## src/hw/rtl/jqfbc_pkg.sv

```systemverilog
`default_nettype none

package jqfbc_pkg;

  // Fixed field widths
  localparam int unsigned ID_W     = 16;
  localparam int unsigned HANDLE_W = 16;
  localparam int unsigned OPCODE_W = 2;
  localparam int unsigned STATUS_W = 2;
  localparam int unsigned QCOUNT_W = 5;

  // Default queue depth
  localparam int unsigned QUEUE_DEPTH_DEF = 16;

  // Command codes
  localparam logic [OPCODE_W-1:0] OP_APPEND = 2'd0;
  localparam logic [OPCODE_W-1:0] OP_INSERT = 2'd1;
  localparam logic [OPCODE_W-1:0] OP_CANCEL = 2'd2;

  // Status codes
  localparam logic [STATUS_W-1:0] ST_OK        = 2'd0;
  localparam logic [STATUS_W-1:0] ST_FULL      = 2'd1;
  localparam logic [STATUS_W-1:0] ST_NOT_FOUND = 2'd2;

  typedef struct packed {
    logic [OPCODE_W-1:0] opcode;
    logic [ID_W-1:0]     job_id;
    logic [HANDLE_W-1:0] doc_handle;
  } cmd_t;

  typedef struct packed {
    logic [STATUS_W-1:0] status;
    logic [QCOUNT_W-1:0] queue_count;
    logic                front_valid;
    logic [ID_W-1:0]     front_id;
    logic [HANDLE_W-1:0] front_doc;
  } result_t;

  // One stored job
  typedef struct packed {
    logic [ID_W-1:0]     id;
    logic [HANDLE_W-1:0] doc;
  } entry_t;

endpackage

`default_nettype wire

```

## src/hw/rtl/job_queue_front_back_cancel.sv

```systemverilog
`default_nettype none

// Job queue with append at back, urgent insert at front and cancel by id.
// Request channel: drive cmd and raise start; the request is taken at a
// rising edge with start high and busy low. busy stays high until the reply.
// Reply channel: done is high for exactly one cycle with result valid; the
// receiver cannot stall, so it must take the reply in that cycle.
// Jobs live in one ring-addressed memory (one write, one registered read).
// Sequence from the accept edge: append, insert, refused push, unused opcode
// and cancel on an empty queue pass through a front read state and a reply
// state; busy stays high meanwhile, so a new request waits until the reply.
// Cancel walks the queue one entry per cycle through the read port: a search
// walk, then, only if the id is found, a close-up walk of the jobs behind it,
// then the front read and the reply; the single read port sets this walk.
// Reset (rst, synchronous) empties the queue; memory contents are not
// cleared, entries beyond the count never reach the reply.
module job_queue_front_back_cancel #(
  parameter int unsigned QUEUE_DEPTH = jqfbc_pkg::QUEUE_DEPTH_DEF
) (
  input  logic               clk,
  input  logic               rst,
  input  logic               start,
  input  jqfbc_pkg::cmd_t    cmd,
  output logic               busy,
  output logic               done,
  output jqfbc_pkg::result_t result
);
  import jqfbc_pkg::*;

  localparam int unsigned PW = $clog2(QUEUE_DEPTH);

  logic          rd_en;
  logic [PW-1:0] rd_idx;
  logic          wr_en;
  logic          wr_front;
  logic [PW-1:0] wr_idx;
  entry_t        wr_data;
  entry_t        rd_data;

  // Sequencer
  jqfbc_ctrl #(
    .DEPTH (QUEUE_DEPTH)
  ) u_ctrl (
    .clk      (clk),
    .rst      (rst),
    .start    (start),
    .cmd      (cmd),
    .busy     (busy),
    .done     (done),
    .result   (result),
    .rd_en    (rd_en),
    .rd_idx   (rd_idx),
    .wr_en    (wr_en),
    .wr_front (wr_front),
    .wr_idx   (wr_idx),
    .wr_data  (wr_data),
    .rd_data  (rd_data)
  );

  // Ring store
  jqfbc_ring #(
    .DEPTH (QUEUE_DEPTH)
  ) u_ring (
    .clk      (clk),
    .rst      (rst),
    .rd_en    (rd_en),
    .rd_idx   (rd_idx),
    .wr_en    (wr_en),
    .wr_front (wr_front),
    .wr_idx   (wr_idx),
    .wr_data  (wr_data),
    .rd_data  (rd_data)
  );

endmodule

`default_nettype wire

```

## src/hw/rtl/jqfbc_ring.sv

```systemverilog
`default_nettype none

module jqfbc_ring #(
  parameter int unsigned DEPTH = jqfbc_pkg::QUEUE_DEPTH_DEF,
  localparam int unsigned PW = $clog2(DEPTH)
) (
  input  logic              clk,
  input  logic              rst,
  input  logic              rd_en,
  input  logic [PW-1:0]     rd_idx,
  input  logic              wr_en,
  input  logic              wr_front,
  input  logic [PW-1:0]     wr_idx,
  input  jqfbc_pkg::entry_t wr_data,
  output jqfbc_pkg::entry_t rd_data
);
  import jqfbc_pkg::*;

  entry_t        mem [DEPTH];
  logic [PW-1:0] head;
  logic [PW-1:0] head_dec;
  logic [PW-1:0] wr_addr;
  logic [PW-1:0] rd_addr;

  // Logical slot (from the front) to physical address, wrapping at DEPTH
  function automatic logic [PW-1:0] phys(input logic [PW-1:0] base, input logic [PW-1:0] idx);
    logic [PW:0] sum;
    sum = {1'b0, base} + {1'b0, idx};
    if (sum >= (PW+1)'(DEPTH)) begin
      sum = sum - (PW+1)'(DEPTH);
    end
    return sum[PW-1:0];
  endfunction

  // Slot in front of the current head
  always_comb begin
    if (head == '0) begin
      head_dec = PW'(DEPTH - 1);
    end else begin
      head_dec = head - 1'b1;
    end
  end

  assign wr_addr = wr_front ? head_dec : phys(head, wr_idx);
  assign rd_addr = phys(head, rd_idx);

  // Head pointer moves back on an urgent insert
  always_ff @(posedge clk) begin
    if (rst) begin
      head <= '0;
    end else if (wr_en && wr_front) begin
      head <= head_dec;
    end
  end

  // Job store: one write port, one registered read port
  always_ff @(posedge clk) begin
    if (wr_en) begin
      mem[wr_addr] <= wr_data;
    end
    if (rd_en) begin
      rd_data <= mem[rd_addr];
    end
  end

endmodule

`default_nettype wire

```

## src/hw/rtl/jqfbc_ctrl.sv

```systemverilog
`default_nettype none

module jqfbc_ctrl #(
  parameter int unsigned DEPTH = jqfbc_pkg::QUEUE_DEPTH_DEF,
  localparam int unsigned PW = $clog2(DEPTH),
  localparam int unsigned CW = $clog2(DEPTH + 1)
) (
  input  logic               clk,
  input  logic               rst,
  input  logic               start,
  input  jqfbc_pkg::cmd_t    cmd,
  output logic               busy,
  output logic               done,
  output jqfbc_pkg::result_t result,
  output logic               rd_en,
  output logic [PW-1:0]      rd_idx,
  output logic               wr_en,
  output logic               wr_front,
  output logic [PW-1:0]      wr_idx,
  output jqfbc_pkg::entry_t  wr_data,
  input  jqfbc_pkg::entry_t  rd_data
);
  import jqfbc_pkg::*;

  typedef enum logic [4:0] {
    S_IDLE   = 5'b00001,
    S_SEARCH = 5'b00010,
    S_SHIFT  = 5'b00100,
    S_FRONT  = 5'b01000,
    S_REPLY  = 5'b10000
  } state_t;

  state_t              state;
  logic [CW-1:0]       count;
  logic [CW-1:0]       scan;
  logic [PW-1:0]       chk;
  logic                chk_valid;
  logic [ID_W-1:0]     key;
  logic [STATUS_W-1:0] status;

  logic full;
  logic more;
  logic match;

  assign full  = (count == CW'(DEPTH));
  assign more  = (scan < count);
  assign match = chk_valid && (rd_data.id == key);
  assign busy  = (state != S_IDLE);
  assign done  = (state == S_REPLY);

  // Result fields; front job comes from the read issued in S_FRONT
  always_comb begin
    result.status      = status;
    result.queue_count = QCOUNT_W'(count);
    result.front_valid = (count != '0);
    result.front_id    = (count != '0) ? rd_data.id  : '0;
    result.front_doc   = (count != '0) ? rd_data.doc : '0;
  end

  // Memory requests
  always_comb begin
    rd_en    = 1'b0;
    rd_idx   = scan[PW-1:0];
    wr_en    = 1'b0;
    wr_front = 1'b0;
    wr_idx   = '0;
    wr_data  = '{id: cmd.job_id, doc: cmd.doc_handle};
    case (state)
      S_IDLE: begin
        if (start && !full) begin
          if (cmd.opcode == OP_APPEND) begin
            wr_en  = 1'b1;
            wr_idx = count[PW-1:0];
          end else if (cmd.opcode == OP_INSERT) begin
            wr_en    = 1'b1;
            wr_front = 1'b1;
          end
        end
      end
      S_SEARCH: begin
        rd_en = more;
      end
      S_SHIFT: begin
        // entry chk moves forward into slot chk-1
        rd_en = more;
        if (chk_valid) begin
          wr_en   = 1'b1;
          wr_idx  = chk - 1'b1;
          wr_data = rd_data;
        end
      end
      S_FRONT: begin
        rd_en  = 1'b1;
        rd_idx = '0;
      end
      default: begin
      end
    endcase
  end

  // Sequencer: search walk, close-up walk, front read, reply
  always_ff @(posedge clk) begin
    if (rst) begin
      state     <= S_IDLE;
      count     <= '0;
      chk_valid <= 1'b0;
    end else begin
      case (state)
        S_IDLE: begin
          if (start) begin
            status    <= ST_OK;
            key       <= cmd.job_id;
            scan      <= '0;
            chk_valid <= 1'b0;
            state     <= S_FRONT;
            if (cmd.opcode inside {OP_APPEND, OP_INSERT}) begin
              if (full) begin
                status <= ST_FULL;
              end else begin
                count <= count + 1'b1;
              end
            end else if (cmd.opcode == OP_CANCEL) begin
              if (count == '0) begin
                status <= ST_NOT_FOUND;
              end else begin
                state <= S_SEARCH;
              end
            end
          end
        end
        S_SEARCH: begin
          if (more) begin
            scan <= scan + 1'b1;
          end
          chk_valid <= more;
          chk       <= scan[PW-1:0];
          if (match) begin
            state <= S_SHIFT;
          end else if (!chk_valid && !more) begin
            status <= ST_NOT_FOUND;
            state  <= S_FRONT;
          end
        end
        S_SHIFT: begin
          if (more) begin
            scan <= scan + 1'b1;
          end
          chk_valid <= more;
          chk       <= scan[PW-1:0];
          if (!chk_valid) begin
            count <= count - 1'b1;
            state <= S_FRONT;
          end
        end
        S_FRONT: begin
          state <= S_REPLY;
        end
        S_REPLY: begin
          state <= S_IDLE;
        end
        default: begin
          state <= S_IDLE;
        end
      endcase
    end
  end

  // A reply always follows the front read
  a_reply_after_front: assert property (@(posedge clk) disable iff (rst)
    done |-> $past(state == S_FRONT))
    else $error("reply without front read");

  // An accepted request makes the block busy
  a_busy_after_accept: assert property (@(posedge clk) disable iff (rst)
    (start && !busy) |=> busy)
    else $error("request accepted but block not busy");

  // Full status only when the queue really is full
  a_full_status: assert property (@(posedge clk) disable iff (rst)
    (done && result.status == ST_FULL) |-> (count == CW'(DEPTH)))
    else $error("full status with room left");

  // Count moves only on acceptance or at the end of a close-up
  a_count_stable: assert property (@(posedge clk) disable iff (rst)
    (state != S_IDLE && state != S_SHIFT) |=> $stable(count))
    else $error("count changed outside update points");

  // An append write is never issued into a full queue
  a_count_bound: assert property (@(posedge clk) disable iff (rst)
    wr_en && !wr_front && state == S_IDLE |-> (count < CW'(DEPTH)))
    else $error("append into a full queue");

endmodule

`default_nettype wire

```

## config.mk

```make
export PLATFORM = sky130hd
export DESIGN_NAME = job_queue_front_back_cancel
export DESIGN_NICKNAME = d
export VERILOG_FILES = /design/src/hw/rtl/jqfbc_pkg.sv /design/src/hw/rtl/job_queue_front_back_cancel.sv /design/src/hw/rtl/jqfbc_ring.sv /design/src/hw/rtl/jqfbc_ctrl.sv
export SDC_FILE = /design/constraint.sdc
export NUM_CORES = 1
export LEC_CHECK = 0
export ABC_AREA = 1
export BUFFER_PORTS_ARGS = -buffer_cell sky130_fd_sc_hd__buf_4
export CAP_MARGIN = 40
export CORE_ASPECT_RATIO = 0.75
export CORE_MARGIN = 2
export CORE_UTILIZATION = 47
export DETAILED_ROUTE_END_ITERATION = 12
export PLACE_DENSITY_LB_ADDON = 0.12
export SLEW_MARGIN = 15
export SYNTH_ARGS = -nofsm -noshare
export SYNTH_HDL_FRONTEND = slang
export SYNTH_SLANG_ARGS = --single-unit
```

## constraint.sdc

```tcl
create_clock -name clk -period 8.3 [get_ports clk]
set_input_delay 1.245 -clock clk [delete_from_list [all_inputs] [get_ports clk]]
set_output_delay 1.245 -clock clk [all_outputs]
set_load 0.005 [all_outputs]
```

==> metrics.md <==
| Metric | Value |
|---|---|
| Outcome | completed |
| Hpwl dp | 34200 um |
| H-tree depth | 2 |
| Initial core utilization | 47.9% |
| Non-Filler Instances | 2753 |
| First-pass detailed-route iteration total | 5 |
| CTS root buf | clkbuf_16 |
| Top-count cell post-synth | edfxtp_1 |
| CP top delay family | simple AND/OR/NAND/NOR gates |
| CTS Buf Count | 56 |
| Post-synth EDFFs | 571 |
| # port buffers | 78 |
| Crit-path max cell delay | between 600 and 700 ps |
| Fin crit period | 4720 ps |
| Routed Wire Length | about 57000 um |
| # diodes | 0 |
| Post-route clock period utilization | 56.9% |
| Via Count | 14900 |
| Setup violators final | 0 |
| Min-Delay Path Class | reg -> reg |
| CP Capture Type | flip-flop |
| Detailed router's first-iteration violation count | between 1000 and 1500 |
| Row count | 72 |
| Crit-path cells | inv_2 -> nand2_1 -> nor2_4 -> nand2_4 -> nor2_4 -> inv_2 -> buf_4 -> nor2_1 -> a21oi_1 -> inv_1 -> ha_1 -> nand3_1 -> nand2_1 -> nand2_1 -> nand2_1 -> inv_1 -> nand3_1 -> nand3_1 -> nand3_1 -> nor2_4 -> buf_16 |
| Fin nets | 2072 |
| CTS sink cnt | 586 |
| Post-place setup slack | 3640 ps |
| MaxCap Viol Count | 0 |
| Vias in the first global route | 14400 |
| CP startpoint kind | flip-flop |
| First-pass GRT wire length | between 80000 and 90000 um |
| Syn avg cell area | 12.9 um2 |
| Clk_lat worst skew | 610 ps |
| Synth-to-layout area growth | 13.8% |
| Hold Buf Count CTS | 0 |
| CTS tree | done |
| Crit path max-delay cell type | nor2_4 |
| CP Max Fanout | 37 |
| Cell Area, Synth | 0.0249 mm2 |
| Top cells by count, synth | edfxtp_1 (571), inv_1 (234), nand2_1 (233) |
| DR DRC count | 0 |
| FF+latch count, synth | 586 |
| Vias per inst | 5.41 |
| Top-area cell type share of the netlist area | 68.9% |
| Initial antenna violation count | 0 |
| Fmax | 0.212 GHz |
| Final ANT Viol Nets | 0 |
| Max-slew violation count | 0 |
| Setup TNS | 0 ps |
| Worst-Margin Slew | 1180 ps |
| Buffer depth of the longest clock path | 3 |
| Overall routing resource usage | 20.7% |
| P_leak | 10.6 nW |
| CP Data Required Time | around 8600 ps |
| Post-cts sizing count | 0 |
| VDD IR max | 260 uV |
| Layout cell share with drive strength beyond 1 | 12.3% |
| Main synth FF type | edfxtp_1 |
| Normalized max-slew margin | approximately a fifth |
| Post-synthesis sequential area ratio | between 70% and 80% |
| Layout Skew | around 24 ps |
| Die Ht | between 200 and 250 um |
| Layout fillers | between 4000 and 5000 |
| Clock Pin Slew Worst Setup and Hold Paths | about 70 ps |
| Top post-synthesis cells by area | edfxtp_1 (69%), mux2i_1 (5.2%), o211ai_1 (3.9%), inv_1 (3.5%), nand2_1 (3.5%) |
| Post-CTS Repair Setup Buffers | 0 |
| Die footprint | 0.0548 mm2 |
| RSZ-0062 raised after global routing | no |
| Critical path data arrival time | 5020 ps |
| Pwr/cell area | about 300 mW/mm2 |
| Buffer and inverter count on the worst path | 6 |
| Distinct cells, synth | 43 |
| Core region area | 0.0519 mm2 |
| Total congestion overflow | 0 |
| Placed insts | 2659 |
| Fin. Hold Viols | 0 |
| Post-DR wirelength/cell | between 20 and 25 um |
| Syn Inst Count | around 1900 |
| Setup ws final | 3580 ps |
| Largest net degree at the start of global routing | between 200 and 250 |
| Syn_nets | 1988 |
| Asr flop ratio synth | 0% |
| Largest area contributor in the netlist | edfxtp_1 |
| Yosys warning total | 0 |
| Die X | approximately 270 um |
| Critical path class | reg -> reg |
| Gpl congestion | between 0.7 and 0.8 |
| I/O Pins | 79 |
-- metal layers --
layer,up-vias,part of all wire (%),GRT usage [%]
li1,7104,-,-
met1,7335,50,31.9
met2,375,43,31.0
met3,77,5.3,2.96
met4,0,1.8,5.28
met5,-,0,0
-- final cells by class --
type	instances	area, um2	area share, %
Timing Repair Buffer	126	1190	4.20
Clock buffer	68	1470	5.19
Clock inverter	25	225	0.796
Multi-Input combinational cell	1004	6180	21.8
Inverter	241	910	3.21
Tap cell	703	880	3.11
Sequential cell	586	17400	61.7
-- cells in the final DEF (no fill, tap or decap), drive strengths merged --
cell type  Yosys  routed
a211oi         2       2
a21oi        145     145
and2           1       1
buf           47     126
bufinv         0       3
clkbuf        53      68
clkinv         1      17
clkinvlp       0       3
dfxtp         15      15
edfxtp       571     571
fa             3       3
ha            17      17
inv          240     243
mux2i        128     128
nand2        238     238
nand3         65      65
nand4          9       9
nor2          61      61
nor3           5       5
nor4           1       1
o211ai       128     128
o21ai        182     182
o21bai         1       1
o22ai          2       2
o31ai          1       1
or2            2       2
xnor2          5       5
xor2           8       8
-- metrics by stage --
step / utilization, % / instance area [um2] / hold slack (ps) / power (mW)
2_1_floorplan: - / 24900 / 480 / 5.23
3_3_place_gp: 50.6 / 26300 / 510 / 6.03
3_5_place_dp: 51.2 / 26600 / 512 / 6.10
4_1_cts: 54.5 / 28300 / 522 / 8.52
5_1_grt: 54.5 / 28300 / 560 / 8.88
6_report: 54.5 / 28300 / 531 / 8.44
-- final timing paths --
path,startpoint,to,slack [ps],cells after the start
worst min register to register,u_ring.head[3]$_SDFFE_PP0P_,u_ring.head[3]$_SDFFE_PP0P_,530,2
worst max-delay path,u_ctrl.state[0]$_SDFFE_PP1P_,u_ring.mem[14][20]$_DFFE_PP_,3580,21
worst min-delay path,u_ring.head[3]$_SDFFE_PP0P_,u_ring.head[3]$_SDFFE_PP0P_,530,2
worst max register to register,u_ctrl.state[0]$_SDFFE_PP1P_,u_ring.mem[14][20]$_DFFE_PP_,3580,21
-- worst reg2reg max path, stage by stage, from the launching register on --
cell and delay (ps):
dfxtp_1 370, inv_2 60, nand2_1 90, nor2_4 140, nand2_4 90, nor2_4 500
inv_2 430, buf_4 400, nor2_1 160, a21oi_1 80, inv_1 80, ha_1 230
nand3_1 90, nand2_1 60, nand2_1 60, nand2_1 80, inv_1 80, nand3_1 80
nand3_1 120, nand3_1 310, nor2_4 630, buf_16 240
-- where the power goes --
| group | leakage [nW] | internal [mW] | switching, mW | total, mW |
|---|---|---|---|---|
| Sequential | 5.27 | 3.43 | 0.0660 | 3.50 |
| Clock | 0.821 | 1.35 | 1.07 | 2.42 |
| Combinational | 4.46 | 0.887 | 1.64 | 2.52 |
-- cell families after synthesis --
family	after synthesis	synth area share [%]
fa+ha+maj	20	1.10
buf+inv	341	5.64
flops	586	70.2
xor+xnor	13	0.564
mux	128	5.15
compound gates	461	10.7
simple gates	382	6.73
-- state kept, by name (all words and copies together), names as in the netlist --
signal / flops
u_ctrl.chk: 4
u_ctrl.chk_valid: 1
u_ctrl.count: 5
u_ctrl.key: 16
u_ctrl.scan: 5
u_ctrl.state: 5
u_ctrl.status: 2
u_ring.head: 4
u_ring.mem: 512
u_ring.rd_data: 32
Power figures use the tool's default switching activity.
